--- config.mk ---
export PLATFORM = sky130hd
export DESIGN_NAME = morse_text_codec_top
export DESIGN_NICKNAME = d
export VERILOG_FILES = /design/src/rtl/mtc_pkg.sv /design/src/rtl/mtc_front.sv /design/src/rtl/mtc_fifo.sv /design/src/rtl/mtc_back.sv /design/src/rtl/morse_text_codec_top.sv
export SDC_FILE = /design/constraint.sdc
export NUM_CORES = 1
export LEC_CHECK = 0
export ABC_AREA = 1
export BUFFER_PORTS_ARGS = -buffer_cell sky130_fd_sc_hd__clkbuf_2
export CAP_MARGIN = 15
export CORE_ASPECT_RATIO = 0.8
export CORE_MARGIN = 2
export CORE_UTILIZATION = 55
export DETAILED_ROUTE_END_ITERATION = 6
export GPL_ROUTABILITY_DRIVEN = 0
export GPL_TIMING_DRIVEN = 0
export MAX_ROUTING_LAYER = met4
export PLACE_DENSITY = 0.71
export SLEW_MARGIN = 10
export SYNTH_ARGS = -nofsm -noshare
export SYNTH_HDL_FRONTEND = slang
export SYNTH_SLANG_ARGS = --single-unit
--- constraint.sdc ---
create_clock -name clk -period 6.97 [get_ports clk]
set_input_delay 0 -clock clk [delete_from_list [all_inputs] [get_ports clk]]
set_output_delay 0 -clock clk [all_outputs]
set_load 0.02 [all_outputs]
--- src/rtl/mtc_pkg.sv ---
package mtc_pkg;

    // Most result bytes that one input item can cause.
    localparam int MaxOut = 8;
    // Longest Morse code in elements.
    localparam int CodeMax = 5;
    // Number of table entries that map to a character.
    localparam int CharCount = 36;
    localparam int LetterCount = 26;
    // Depth of the job queue between front and back; a power of two.
    localparam int QDepth = 4;
    localparam int QPtrW = $clog2(QDepth);

    // ASCII codes used by the codec.
    localparam logic [7:0] CH_DOT   = 8'h2E;
    localparam logic [7:0] CH_DASH  = 8'h2D;
    localparam logic [7:0] CH_SPACE = 8'h20;
    localparam logic [7:0] CH_BAR   = 8'h7C;
    localparam logic [7:0] CH_A     = 8'h61;
    localparam logic [7:0] CH_Z     = 8'h7A;
    localparam logic [7:0] CH_0     = 8'h30;
    localparam logic [7:0] CH_9     = 8'h39;

    typedef struct packed {
        logic [7:0] in_byte;
        logic       end_of_stream;
    } in_item_t;

    typedef struct packed {
        logic [7:0] out_byte;
        logic       last_of_run;
    } out_item_t;

    // A Morse code: element k sits in bit k of dashes, 1 means dash.
    typedef struct packed {
        logic [2:0] len;
        logic [4:0] dashes;
    } code_t;

    // A job for the back end: the result bytes of one input item, in order.
    typedef struct packed {
        logic [3:0]             count;
        logic [MaxOut-1:0][7:0] bytes;
    } job_t;

    // Queue status seen by the back end.
    typedef struct packed {
        logic full;
        logic empty;
    } q_status_t;

    // Codes for 'a'..'z' followed by '0'..'9'.
    localparam code_t SYM_TABLE [CharCount] = '{
        '{3'd2, 5'b00010}, '{3'd4, 5'b00001}, '{3'd4, 5'b00101}, '{3'd3, 5'b00001},
        '{3'd1, 5'b00000}, '{3'd4, 5'b00100}, '{3'd3, 5'b00011}, '{3'd4, 5'b00000},
        '{3'd2, 5'b00000}, '{3'd4, 5'b01110}, '{3'd3, 5'b00101}, '{3'd4, 5'b00010},
        '{3'd2, 5'b00011}, '{3'd2, 5'b00001}, '{3'd3, 5'b00111}, '{3'd4, 5'b00110},
        '{3'd4, 5'b01011}, '{3'd3, 5'b00010}, '{3'd3, 5'b00000}, '{3'd1, 5'b00001},
        '{3'd3, 5'b00100}, '{3'd4, 5'b01000}, '{3'd3, 5'b00110}, '{3'd4, 5'b01001},
        '{3'd4, 5'b01101}, '{3'd4, 5'b00011},
        '{3'd5, 5'b11111}, '{3'd5, 5'b11110}, '{3'd5, 5'b11100}, '{3'd5, 5'b11000},
        '{3'd5, 5'b10000}, '{3'd5, 5'b00000}, '{3'd5, 5'b00001}, '{3'd5, 5'b00011},
        '{3'd5, 5'b00111}, '{3'd5, 5'b01111}
    };

    // Looks up the code of a text byte; the top bit flags a letter or digit.
    function automatic logic [8:0] encode_code(input logic [7:0] b);
        logic [5:0] idx;
        logic       hit;
        idx = '0;
        hit = 1'b0;
        if (b inside {[CH_A:CH_Z]}) begin
            idx = 6'(b - CH_A);
            hit = 1'b1;
        end
        else if (b inside {[CH_0:CH_9]}) begin
            idx = 6'(b - CH_0) + 6'(LetterCount);
            hit = 1'b1;
        end
        return {hit, SYM_TABLE[idx]};
    endfunction

    // Finds the character of a code; the top bit flags a match.
    function automatic logic [8:0] decode_char(input code_t c);
        logic       found;
        logic [7:0] ch;
        found = 1'b0;
        ch = '0;
        for (int i = 0; i < CharCount; i++) begin
            if (SYM_TABLE[i] == c) begin
                found = 1'b1;
                if (i < LetterCount) begin
                    ch = ch | (CH_A + 8'(i));
                end
                else begin
                    ch = ch | (CH_0 + 8'(i - LetterCount));
                end
            end
        end
        return {found, ch};
    endfunction

endpackage

--- src/rtl/mtc_front.sv ---
module mtc_front (
    input  logic              clk,
    input  logic              rst_n,
    input  logic              cfg_we,
    input  logic              cfg_data,
    input  logic              accept,
    input  mtc_pkg::in_item_t in_item,
    output logic              job_push,
    output mtc_pkg::job_t     job
);

    logic       decode_mode_reg;
    logic [4:0] elems_reg, elems_next;
    logic [2:0] len_reg, len_next;
    logic       inval_reg, inval_next;
    logic       seg_reg, seg_next;
    logic [8:0] enc;
    logic [7:0] dash8;
    logic [8:0] dec_a;
    logic [8:0] dec_b;
    logic       is_elem;
    logic [4:0] elems_app;
    logic [2:0] len_app;

    // Text byte to its Morse code.
    assign enc   = mtc_pkg::encode_code(in_item.in_byte);
    assign dash8 = {3'b000, enc[4:0]};
    assign is_elem = in_item.in_byte inside {mtc_pkg::CH_DOT, mtc_pkg::CH_DASH};

    // The pending code with the current element appended.
    assign len_app   = len_reg + 3'd1;
    assign elems_app = elems_reg |
                       ((in_item.in_byte == mtc_pkg::CH_DASH) ? (5'b00001 << len_reg) : 5'b00000);

    // Character lookups for a code ended by the byte itself and by the end of stream.
    // Only an element byte leaves a code pending for the end of stream to close.
    assign dec_a = mtc_pkg::decode_char({len_reg, elems_reg});
    assign dec_b = mtc_pkg::decode_char({len_app, elems_app});

    // Classify the item, update the decoder state and build the result bytes.
    always_comb
    begin
        elems_next = elems_reg;
        len_next   = len_reg;
        inval_next = inval_reg;
        seg_next   = seg_reg;
        job.count  = '0;
        job.bytes  = '0;
        if (!decode_mode_reg) begin
            if (in_item.in_byte == mtc_pkg::CH_SPACE) begin
                for (int k = 0; k < mtc_pkg::MaxOut; k++) begin
                    job.bytes[k] = (k == 1) ? mtc_pkg::CH_BAR : mtc_pkg::CH_SPACE;
                end
                job.count = 4'd5;
            end
            else if (enc[8]) begin
                for (int k = 0; k < mtc_pkg::MaxOut; k++) begin
                    if (3'(k) < enc[7:5] && k < mtc_pkg::CodeMax) begin
                        job.bytes[k] = dash8[k] ? mtc_pkg::CH_DASH : mtc_pkg::CH_DOT;
                    end
                    else begin
                        job.bytes[k] = mtc_pkg::CH_SPACE;
                    end
                end
                job.count = {1'b0, enc[7:5]} + 4'd3;
            end
        end
        else begin
            if (is_elem) begin
                seg_next = 1'b1;
                if (len_reg < 3'(mtc_pkg::CodeMax)) begin
                    elems_next = elems_app;
                    len_next   = len_app;
                end
                else begin
                    inval_next = 1'b1;
                end
            end
            else if (in_item.in_byte inside {mtc_pkg::CH_SPACE, mtc_pkg::CH_BAR}) begin
                // The pending code ends here.
                if (!inval_reg && len_reg != 3'd0 && dec_a[8]) begin
                    job.bytes[0] = dec_a[7:0];
                    job.count    = 4'd1;
                end
                elems_next = '0;
                len_next   = '0;
                inval_next = 1'b0;
                if (in_item.in_byte == mtc_pkg::CH_SPACE) begin
                    seg_next = 1'b1;
                end
                else begin
                    if (seg_reg) begin
                        job.bytes[job.count[2:0]] = mtc_pkg::CH_SPACE;
                        job.count = job.count + 4'd1;
                    end
                    seg_next = 1'b0;
                end
            end
            else begin
                seg_next   = 1'b1;
                inval_next = 1'b1;
            end
            // End of stream closes the code and the segment after the byte.
            if (in_item.end_of_stream) begin
                if (!inval_next && len_next != 3'd0 && dec_b[8]) begin
                    job.bytes[job.count[2:0]] = dec_b[7:0];
                    job.count = job.count + 4'd1;
                end
                if (seg_next) begin
                    job.bytes[job.count[2:0]] = mtc_pkg::CH_SPACE;
                    job.count = job.count + 4'd1;
                end
                elems_next = '0;
                len_next   = '0;
                inval_next = 1'b0;
                seg_next   = 1'b0;
            end
        end
    end

    // Items that cause no result are not queued.
    assign job_push = accept && (job.count != 4'd0);

    // Mode register and decoder state.
    always_ff @(posedge clk or negedge rst_n)
    begin
        if (!rst_n) begin
            decode_mode_reg <= 1'b0;
            elems_reg       <= '0;
            len_reg         <= '0;
            inval_reg       <= 1'b0;
            seg_reg         <= 1'b0;
        end
        else begin
            if (cfg_we) begin
                decode_mode_reg <= cfg_data;
            end
            if (accept) begin
                elems_reg <= elems_next;
                len_reg   <= len_next;
                inval_reg <= inval_next;
                seg_reg   <= seg_next;
            end
        end
    end

endmodule

--- src/rtl/mtc_fifo.sv ---
module mtc_fifo (
    input  logic                clk,
    input  logic                rst_n,
    input  logic                wr_en,
    input  mtc_pkg::job_t       wr_data,
    input  logic                rd_en,
    output mtc_pkg::job_t       rd_data,
    output mtc_pkg::q_status_t  status
);

    mtc_pkg::job_t                mem_reg [mtc_pkg::QDepth];
    logic [mtc_pkg::QPtrW-1:0]    wr_ptr_reg;
    logic [mtc_pkg::QPtrW-1:0]    rd_ptr_reg;
    logic [mtc_pkg::QPtrW:0]      count_reg;
    logic                         do_wr;
    logic                         do_rd;

    assign status.full  = (count_reg == (mtc_pkg::QPtrW + 1)'(mtc_pkg::QDepth));
    assign status.empty = (count_reg == '0);
    assign do_wr = wr_en && !status.full;
    assign do_rd = rd_en && !status.empty;
    assign rd_data = mem_reg[rd_ptr_reg];

    // Job storage.
    always_ff @(posedge clk)
    begin
        if (do_wr) begin
            mem_reg[wr_ptr_reg] <= wr_data;
        end
    end

    // Pointers and fill level.
    always_ff @(posedge clk or negedge rst_n)
    begin
        if (!rst_n) begin
            wr_ptr_reg <= '0;
            rd_ptr_reg <= '0;
            count_reg  <= '0;
        end
        else begin
            if (do_wr) begin
                wr_ptr_reg <= wr_ptr_reg + 1'b1;
            end
            if (do_rd) begin
                rd_ptr_reg <= rd_ptr_reg + 1'b1;
            end
            if (do_wr && !do_rd) begin
                count_reg <= count_reg + 1'b1;
            end
            else if (do_rd && !do_wr) begin
                count_reg <= count_reg - 1'b1;
            end
        end
    end

endmodule

--- src/rtl/mtc_back.sv ---
module mtc_back (
    input  logic                clk,
    input  logic                rst_n,
    input  mtc_pkg::q_status_t  q_status,
    input  mtc_pkg::job_t       q_data,
    output logic                q_pop,
    input  logic                pop,
    output logic                empty,
    output mtc_pkg::out_item_t  out_item
);

    mtc_pkg::job_t      job_reg, job_next;
    logic               job_valid_reg, job_valid_next;
    logic [2:0]         idx_reg, idx_next;
    logic               out_valid_reg, out_valid_next;
    mtc_pkg::out_item_t out_reg, out_next;
    logic               take;
    logic               advance;
    logic               job_last;
    logic               need_job;

    // The output register frees when empty or when its result transfers.
    assign take     = !out_valid_reg || pop;
    assign advance  = take && job_valid_reg;
    assign job_last = (idx_reg == 3'(job_reg.count - 4'd1));
    assign need_job = !job_valid_reg || (advance && job_last);
    assign q_pop    = need_job && !q_status.empty;

    // Step through the current job one byte per cycle while the output register is free to take it.
    always_comb
    begin
        job_next       = job_reg;
        job_valid_next = job_valid_reg;
        idx_next       = idx_reg;
        out_next       = out_reg;
        out_valid_next = out_valid_reg;
        if (advance) begin
            out_next.out_byte    = job_reg.bytes[idx_reg];
            out_next.last_of_run = job_last;
            out_valid_next       = 1'b1;
        end
        else if (take) begin
            out_valid_next = 1'b0;
        end
        if (need_job) begin
            job_next       = q_data;
            job_valid_next = !q_status.empty;
            idx_next       = '0;
        end
        else if (advance) begin
            idx_next = idx_reg + 3'd1;
        end
    end

    always_ff @(posedge clk or negedge rst_n)
    begin
        if (!rst_n) begin
            job_valid_reg <= 1'b0;
            idx_reg       <= '0;
            out_valid_reg <= 1'b0;
        end
        else begin
            job_valid_reg <= job_valid_next;
            idx_reg       <= idx_next;
            out_valid_reg <= out_valid_next;
        end
    end

    // Payload registers.
    always_ff @(posedge clk)
    begin
        job_reg <= job_next;
        out_reg <= out_next;
    end

    assign empty    = !out_valid_reg;
    assign out_item = out_reg;

endmodule

--- src/rtl/morse_text_codec_top.sv ---
// The first result of an item passes through the job queue, the back end's job register and its output register.
// The front accepts one input item per cycle while the queue is not full; the back end sends one
// result byte per cycle while the receiver pops results, and an item causes up to 8 results.
// A four-entry job queue lets the front keep accepting while the back end drains.
// Reset (rst_n low, asynchronous) clears the mode to encode, the decoder state and the queue.
module morse_text_codec_top (
    input  logic               clk,
    input  logic               rst_n,
    input  logic               push,
    output logic               full,
    input  mtc_pkg::in_item_t  in_item,
    output logic               empty,
    input  logic               pop,
    output mtc_pkg::out_item_t out_item,
    input  logic               cfg_we,
    input  logic               cfg_data
);

    mtc_pkg::job_t      wr_job;
    mtc_pkg::job_t      rd_job;
    mtc_pkg::q_status_t q_status;
    logic               job_push;
    logic               q_pop;
    logic               accept;

    // An item transfers when it is pushed and the queue has room.
    assign full   = q_status.full;
    assign accept = push && !q_status.full;

    mtc_front u_front (
        .clk      (clk),
        .rst_n    (rst_n),
        .cfg_we   (cfg_we),
        .cfg_data (cfg_data),
        .accept   (accept),
        .in_item  (in_item),
        .job_push (job_push),
        .job      (wr_job)
    );

    mtc_fifo u_fifo (
        .clk     (clk),
        .rst_n   (rst_n),
        .wr_en   (job_push),
        .wr_data (wr_job),
        .rd_en   (q_pop),
        .rd_data (rd_job),
        .status  (q_status)
    );

    mtc_back u_back (
        .clk      (clk),
        .rst_n    (rst_n),
        .q_status (q_status),
        .q_data   (rd_job),
        .q_pop    (q_pop),
        .pop      (pop),
        .empty    (empty),
        .out_item (out_item)
    );

endmodule

==> results by group, run 1 <==
Status
  – Status: completed

Global route
  – Largest net degree at the start of global routing: 28
  – Vias in the first global route: 8238
  – Antenna violations before repair: 0
  – All-Layer GR Usage: 0.276
  – First-pass GRT wire length: 44.9 mm
  – GRT overflow: 0

Setup path
  – Worst Path Required: 7.36 ns
  – Crit path max fanout: 9
  – CP dominant cell by count: nand2_1
  – CP arrival: 6.61 ns
  – Setup crit start kind: flop
  – CP max stage delay: 0.41 ns
  – CP Capture Type: flop
  – Register-to-Register Path Depth: 31
  – Critical path type: reg -> reg
  – Slowest cell on crit path: fa_1

Run
  – MaxCap Viol Count: 0

Die
  – DIE WIDTH: 165 µm
  – Die Area: 0.0219 mm²
  – Boundary Pins: 26
  – FP Rows: 47
  – Initial Utilization: 0.556
  – Core Area: 0.0205 mm²
  – Die height: 133 µm

Power
  – Final Power: 4600 µW
  – Worst vdd ir: 0.000303 V
  – Leakage: 0.00511 µW
  – Power Density: 358 mW/mm²

Yosys
  – Synth Cell Area: 0.0114 mm²
  – Ys async rst share: 0.104
  – Post-synth EDFFs: 198
  – Post-Syn Instances: 1186
  – Synthesis Warnings: 0
  – Yosys cell types: 59
  – Post-synthesis sequential area ratio: 0.573
  – Synth Area per Inst: 9.59 µm²
  – Most used DFF post-synth: edfxtp_1
  – Seq cells post-synth: 221
  – Syn_nets: 1233

Route
  – Initial DRC count: 1222
  – Final wirelength: 29.0 mm
  – Vias: 9122
  – Final ANT Viol Nets: 0
  – WL per Instance: 18.9 µm
  – Vias per cell: 5.96
  – Drt drc: 0
  – TritonRoute pass-1 iters: 5

Clock tree
  – Post_cts resized: 0
  – H-tree Lvls: 1
  – Clock Tree Root: clkbuf_16
  – Clock latency on the worst-skew pair: 0.52 ns
  – Hold buffers post-CTS: 5
  – Bufs on Longest Clock Path: 3
  – Clock-pin slew on the worst setup and hold paths: 0.06 ns
  – Post-CTS setup buffers: 0
  – CTS tree: yes
  – Sink Count: 221
  – Cts bufs inserted: 23

STA
  – RSZ-0062 raised after global routing: false
  – Period utilisation layout: 0.892
  – Final setup violation count: 0
  – Tmin final: 6.21 ns
  – Worst hold margin: 0.0714 ns
  – Setup ws final: 0.756 ns
  – Max Fclk: 161 MHz
  – Post-route clock skew: 0.0154 ns
  – Final Hold Viols: 0
  – Slew Limit Headroom: 0.340
  – Least-Margin Pin Slew: 0.982 ns
  – Max-slew violations: 0

Placed design
  – DP Wirelength: 20.3 mm
  – Area post-placement: 0.0120 mm²
  – Place WS: 0.968 ns
  – Port buffer count: 23

Worst hold path
  – Worst min path class: in -> async

Layout
  – Most frequent cells in the layout: 198 x edfxtp_1, 191 x nor2_1, 181 x nand2_1
  – Nets: 1291
  – Final-layout fill cell count: 1652
  – Area delta synth->final: 13.0%
  – Ant diodes: 0
  – Most common cell after layout, fill and taps aside: edfxtp_1
  – Share of layout cells above drive strength 1: 0.0999
  – Max FFs per register: 152
  – Fin area: 0.0129 mm²
-- logic make-up after synthesis --
logic type / synth area share
other: 0.000330
adder cells (fa/ha/maj): 0.0359
AO/OA/AOI/OAI: 0.132
flip-flops: 0.573
AND/OR/NAND/NOR: 0.198
XOR/XNOR: 0.00924
multiplexers: 0.000990
buffers and inverters: 0.0504
-- per-layer routing --
layer / vias to the layer above / part of all wire / GRT usage
met4: 0 / 0.022 / 0.0696
met5: - / 0 / -
li1: 4277 / - / -
met1: 4279 / 0.44 / 0.413
met2: 514 / 0.43 / 0.395
met3: 52 / 0.10 / 0.0436
-- Yosys cell counts (13+ instances only) --
library cell / instances / area share
edfxtp_1: 198 / 0.52
nor2_1: 195 / 0.064
nand2_1: 181 / 0.060
o21ai_0: 132 / 0.058
inv_1: 97 / 0.032
nand3_1: 71 / 0.031
o22ai_1: 46 / 0.025
a21oi_1: 32 / 0.014
ha_1: 31 / 0.034
clkbuf_1: 30 / 0.0099
dfrtp_1: 23 / 0.051
nor3_1: 13 / 0.0057
-- power by group --
group | internal [µW] | total (µW) | switching (µW)
registers | 1790 | 1880 | 97.8
logic | 404 | 1370 | 966
clock network | 836 | 1350 | 516
-- critical path: cells and delay by family, from the launching register on --
kind / cells / cell delay (ns)
and+or+nand+nor: 15 / 2.30
adders and majority gates: 5 / 1.48
AOI/OAI and AO/OA: 5 / 1.07
buffers and inverters: 5 / 0.58
DFF: 1 / 0.40
muxes: 1 / 0.26
-- area by class of cell --
cell class	count	area, µm²	area share
inverters	113	424	0.0330
clock inverters	16	253	0.0197
repair buffers	33	265	0.0206
clock buffers	26	587	0.0456
well taps	269	337	0.0262
plain buffers	35	149	0.0116
flip-flops and latches	221	6520	0.507
multi-input cells	817	4320	0.336
-- metrics by stage --
stage                      util  TNS, ns  std cells
final                     0.628        0       1530
after global routing      0.628        0       1530
after CTS                 0.628        0       1530
after detailed placement  0.585        0       1483
after global placement    0.578  -148.32       1478
after floorplan               -        0       1186
-- final timing paths --
path	start	end	slack, ns
max in group asynchronous	rst_n	u_fifo.count_reg[0]	6.44
min in group clk	push	u_front.inval_reg	0.08
min reg2reg	u_fifo.count_reg[0]	u_fifo.count_reg[0]	0.53
max	u_front.len_reg[0]	u_fifo.count_reg[1]	0.76
min	rst_n	u_front.seg_reg	0.07
max reg2reg	u_front.len_reg[0]	u_fifo.count_reg[1]	0.76
Power figures use the tool's default switching activity.
==> run 2, diff against run 1 <==
--- a/config.mk
+++ b/config.mk
@@ -10,12 +10,12 @@
 export CAP_MARGIN = 15
 export CORE_ASPECT_RATIO = 0.8
 export CORE_MARGIN = 2
-export CORE_UTILIZATION = 55
+export CORE_UTILIZATION = 60
 export DETAILED_ROUTE_END_ITERATION = 6
 export GPL_ROUTABILITY_DRIVEN = 0
 export GPL_TIMING_DRIVEN = 0
 export MAX_ROUTING_LAYER = met4
-export PLACE_DENSITY = 0.71
+export PLACE_DENSITY = 0.77
 export SLEW_MARGIN = 10
 export SYNTH_ARGS = -nofsm -noshare
 export SYNTH_HDL_FRONTEND = slang
==> run 2 against run 1 <==
Design area shrank 0.80%. Combinational power is essentially flat. Utilization grew 5.2 points. Final cell count shrank 0.98%. Critical path type unchanged. Largest power group unchanged.
==> results by group, run 2 (synthesized netlist as in run 1, its figures left out) <==
Status
  – Status: completed

Global route
  – Antenna violations before repair: 0
  – Vias in the first global route: 8341
  – Largest net degree at the start of global routing: 31
  – All-Layer GR Usage: 0.294
  – GRT overflow: 0
  – First-pass GRT wire length: 44.0 mm

Die
  – FP Rows: 45
  – Core Area: 0.0187 mm²
  – Die height: 127 µm
  – Boundary Pins: 26
  – Initial Utilization: 0.607
  – DIE WIDTH: 158 µm
  – Die Area: 0.0201 mm²

Placed design
  – Port buffer count: 23
  – DP Wirelength: 20.1 mm
  – Dpl cells: 1473
  – Place WS: 1.02 ns

Route
  – Drt drc: 0
  – Final ANT Viol Nets: 0
  – WL per Instance: 18.9 µm
  – Vias per cell: 6.10
  – Vias: 9235
  – Initial DRC count: 1311
  – Final wirelength: 28.6 mm
  – TritonRoute pass-1 iters: 6

STA
  – Worst hold margin: 0.0477 ns
  – Max Fclk: 162 MHz
  – Final Hold Viols: 0
  – Max-slew violations: 0
  – Tmin final: 6.16 ns
  – Setup ws final: 0.812 ns
  – Post-route clock skew: 0.0225 ns
  – Slew Limit Headroom: 0.394
  – Least-Margin Pin Slew: 0.900 ns
  – Final setup violation count: 0
  – Period utilisation layout: 0.883
  – RSZ-0062 raised after global routing: false

Power
  – Leakage: 0.00507 µW
  – Power Density: 345 mW/mm²
  – Final Power: 4400 µW
  – Worst vdd ir: 0.000252 V

Setup path
  – Register-to-Register Path Depth: 31
  – CP dominant cell by count: nand2_1
  – Crit path max fanout: 9
  – Critical path type: reg -> reg
  – Slowest cell on crit path: fa_1
  – CP max stage delay: 0.41 ns
  – CP arrival: 6.56 ns
  – Setup crit start kind: flop
  – CP Capture Type: flop
  – Worst Path Required: 7.37 ns

Clock tree
  – Hold buffers post-CTS: 5
  – Clock latency on the worst-skew pair: 0.52 ns
  – CTS tree: yes
  – Clock Tree Root: clkbuf_16
  – Clock-pin slew on the worst setup and hold paths: 0.06 ns
  – Post-CTS setup buffers: 0
  – Post_cts resized: 0
  – Cts bufs inserted: 22
  – H-tree Lvls: 1
  – Sink Count: 221
  – Bufs on Longest Clock Path: 3

Layout
  – Ant diodes: 0
  – Area delta synth->final: 12.1%
  – Max FFs per register: 152
  – Final Util: 0.680
  – Nets: 1291
  – Final cell count without fillers: 1515
  – Final-layout fill cell count: 1408
  – Most frequent cells in the layout: 198 x edfxtp_1, 191 x nor2_1, 181 x nand2_1
  – Share of layout cells above drive strength 1: 0.0971
  – Most common cell after layout, fill and taps aside: edfxtp_1

Run
  – MaxCap Viol Count: 0

Worst hold path
  – Hold Path Depth: 4
  – Worst min path class: in -> reg
==> run 2: metrics by stage <==
stage / cell area [µm²] / TNS, ns
floorplan: 11400 / 0
global placement: 11800 / -127.34
detailed placement: 12000 / 0
CTS: 12800 / 0
global route: 12800 / 0
finish: 12800 / 0
==> run 2: worst paths after layout <==
check,from,to,slack (ns)
min reg2reg,u_fifo.count_reg[0],u_fifo.count_reg[0],0.53
max reg2reg,u_front.len_reg[0],u_fifo.count_reg[1],0.81
min,push,u_front.inval_reg,0.05
min in group asynchronous,rst_n,u_front.inval_reg,0.07
max in group asynchronous,rst_n,u_front.len_reg[2],6.43
max,u_front.len_reg[0],u_fifo.count_reg[1],0.81
==> run 2: per-layer routing <==
metal  wire (µm)  vias up  global-route usage  part of all wire
li1            -     4265                   -                 -
met1       12500     4302               0.441              0.44
met2       12400      598               0.427              0.43
met3        2980       70              0.0421              0.10
met4         744        0              0.0701             0.026
met5           0        -                   -                 0
==> run 2: cell type report <==
cell class | instances | area (µm²) | share of cell area
inverter | 113 | 424 | 0.0333
buffer | 35 | 149 | 0.0117
sequential | 221 | 6520 | 0.511
timing repair buffer | 34 | 323 | 0.0253
tap | 258 | 323 | 0.0253
clock buffer | 26 | 576 | 0.0451
multi-input combinational | 817 | 4320 | 0.339
clock inverter | 11 | 118 | 0.00922
==> run 2: critical path: cells and delay by family, from the launching register on <==
| family | cells | cell delay, ns |
|---|---|---|
| flops | 1 | 0.39 |
| compound gates | 5 | 1.10 |
| simple gates | 15 | 2.26 |
| fa+ha+maj | 5 | 1.48 |
| buf+inv | 5 | 0.56 |
| mux | 1 | 0.26 |
==> run 2: power breakdown <==
group | leakage, µW | switching [µW] | internal (µW)
logic | 0.00260 | 965 | 411
clock network | 0.000344 | 478 | 664
registers | 0.00213 | 98.0 | 1790
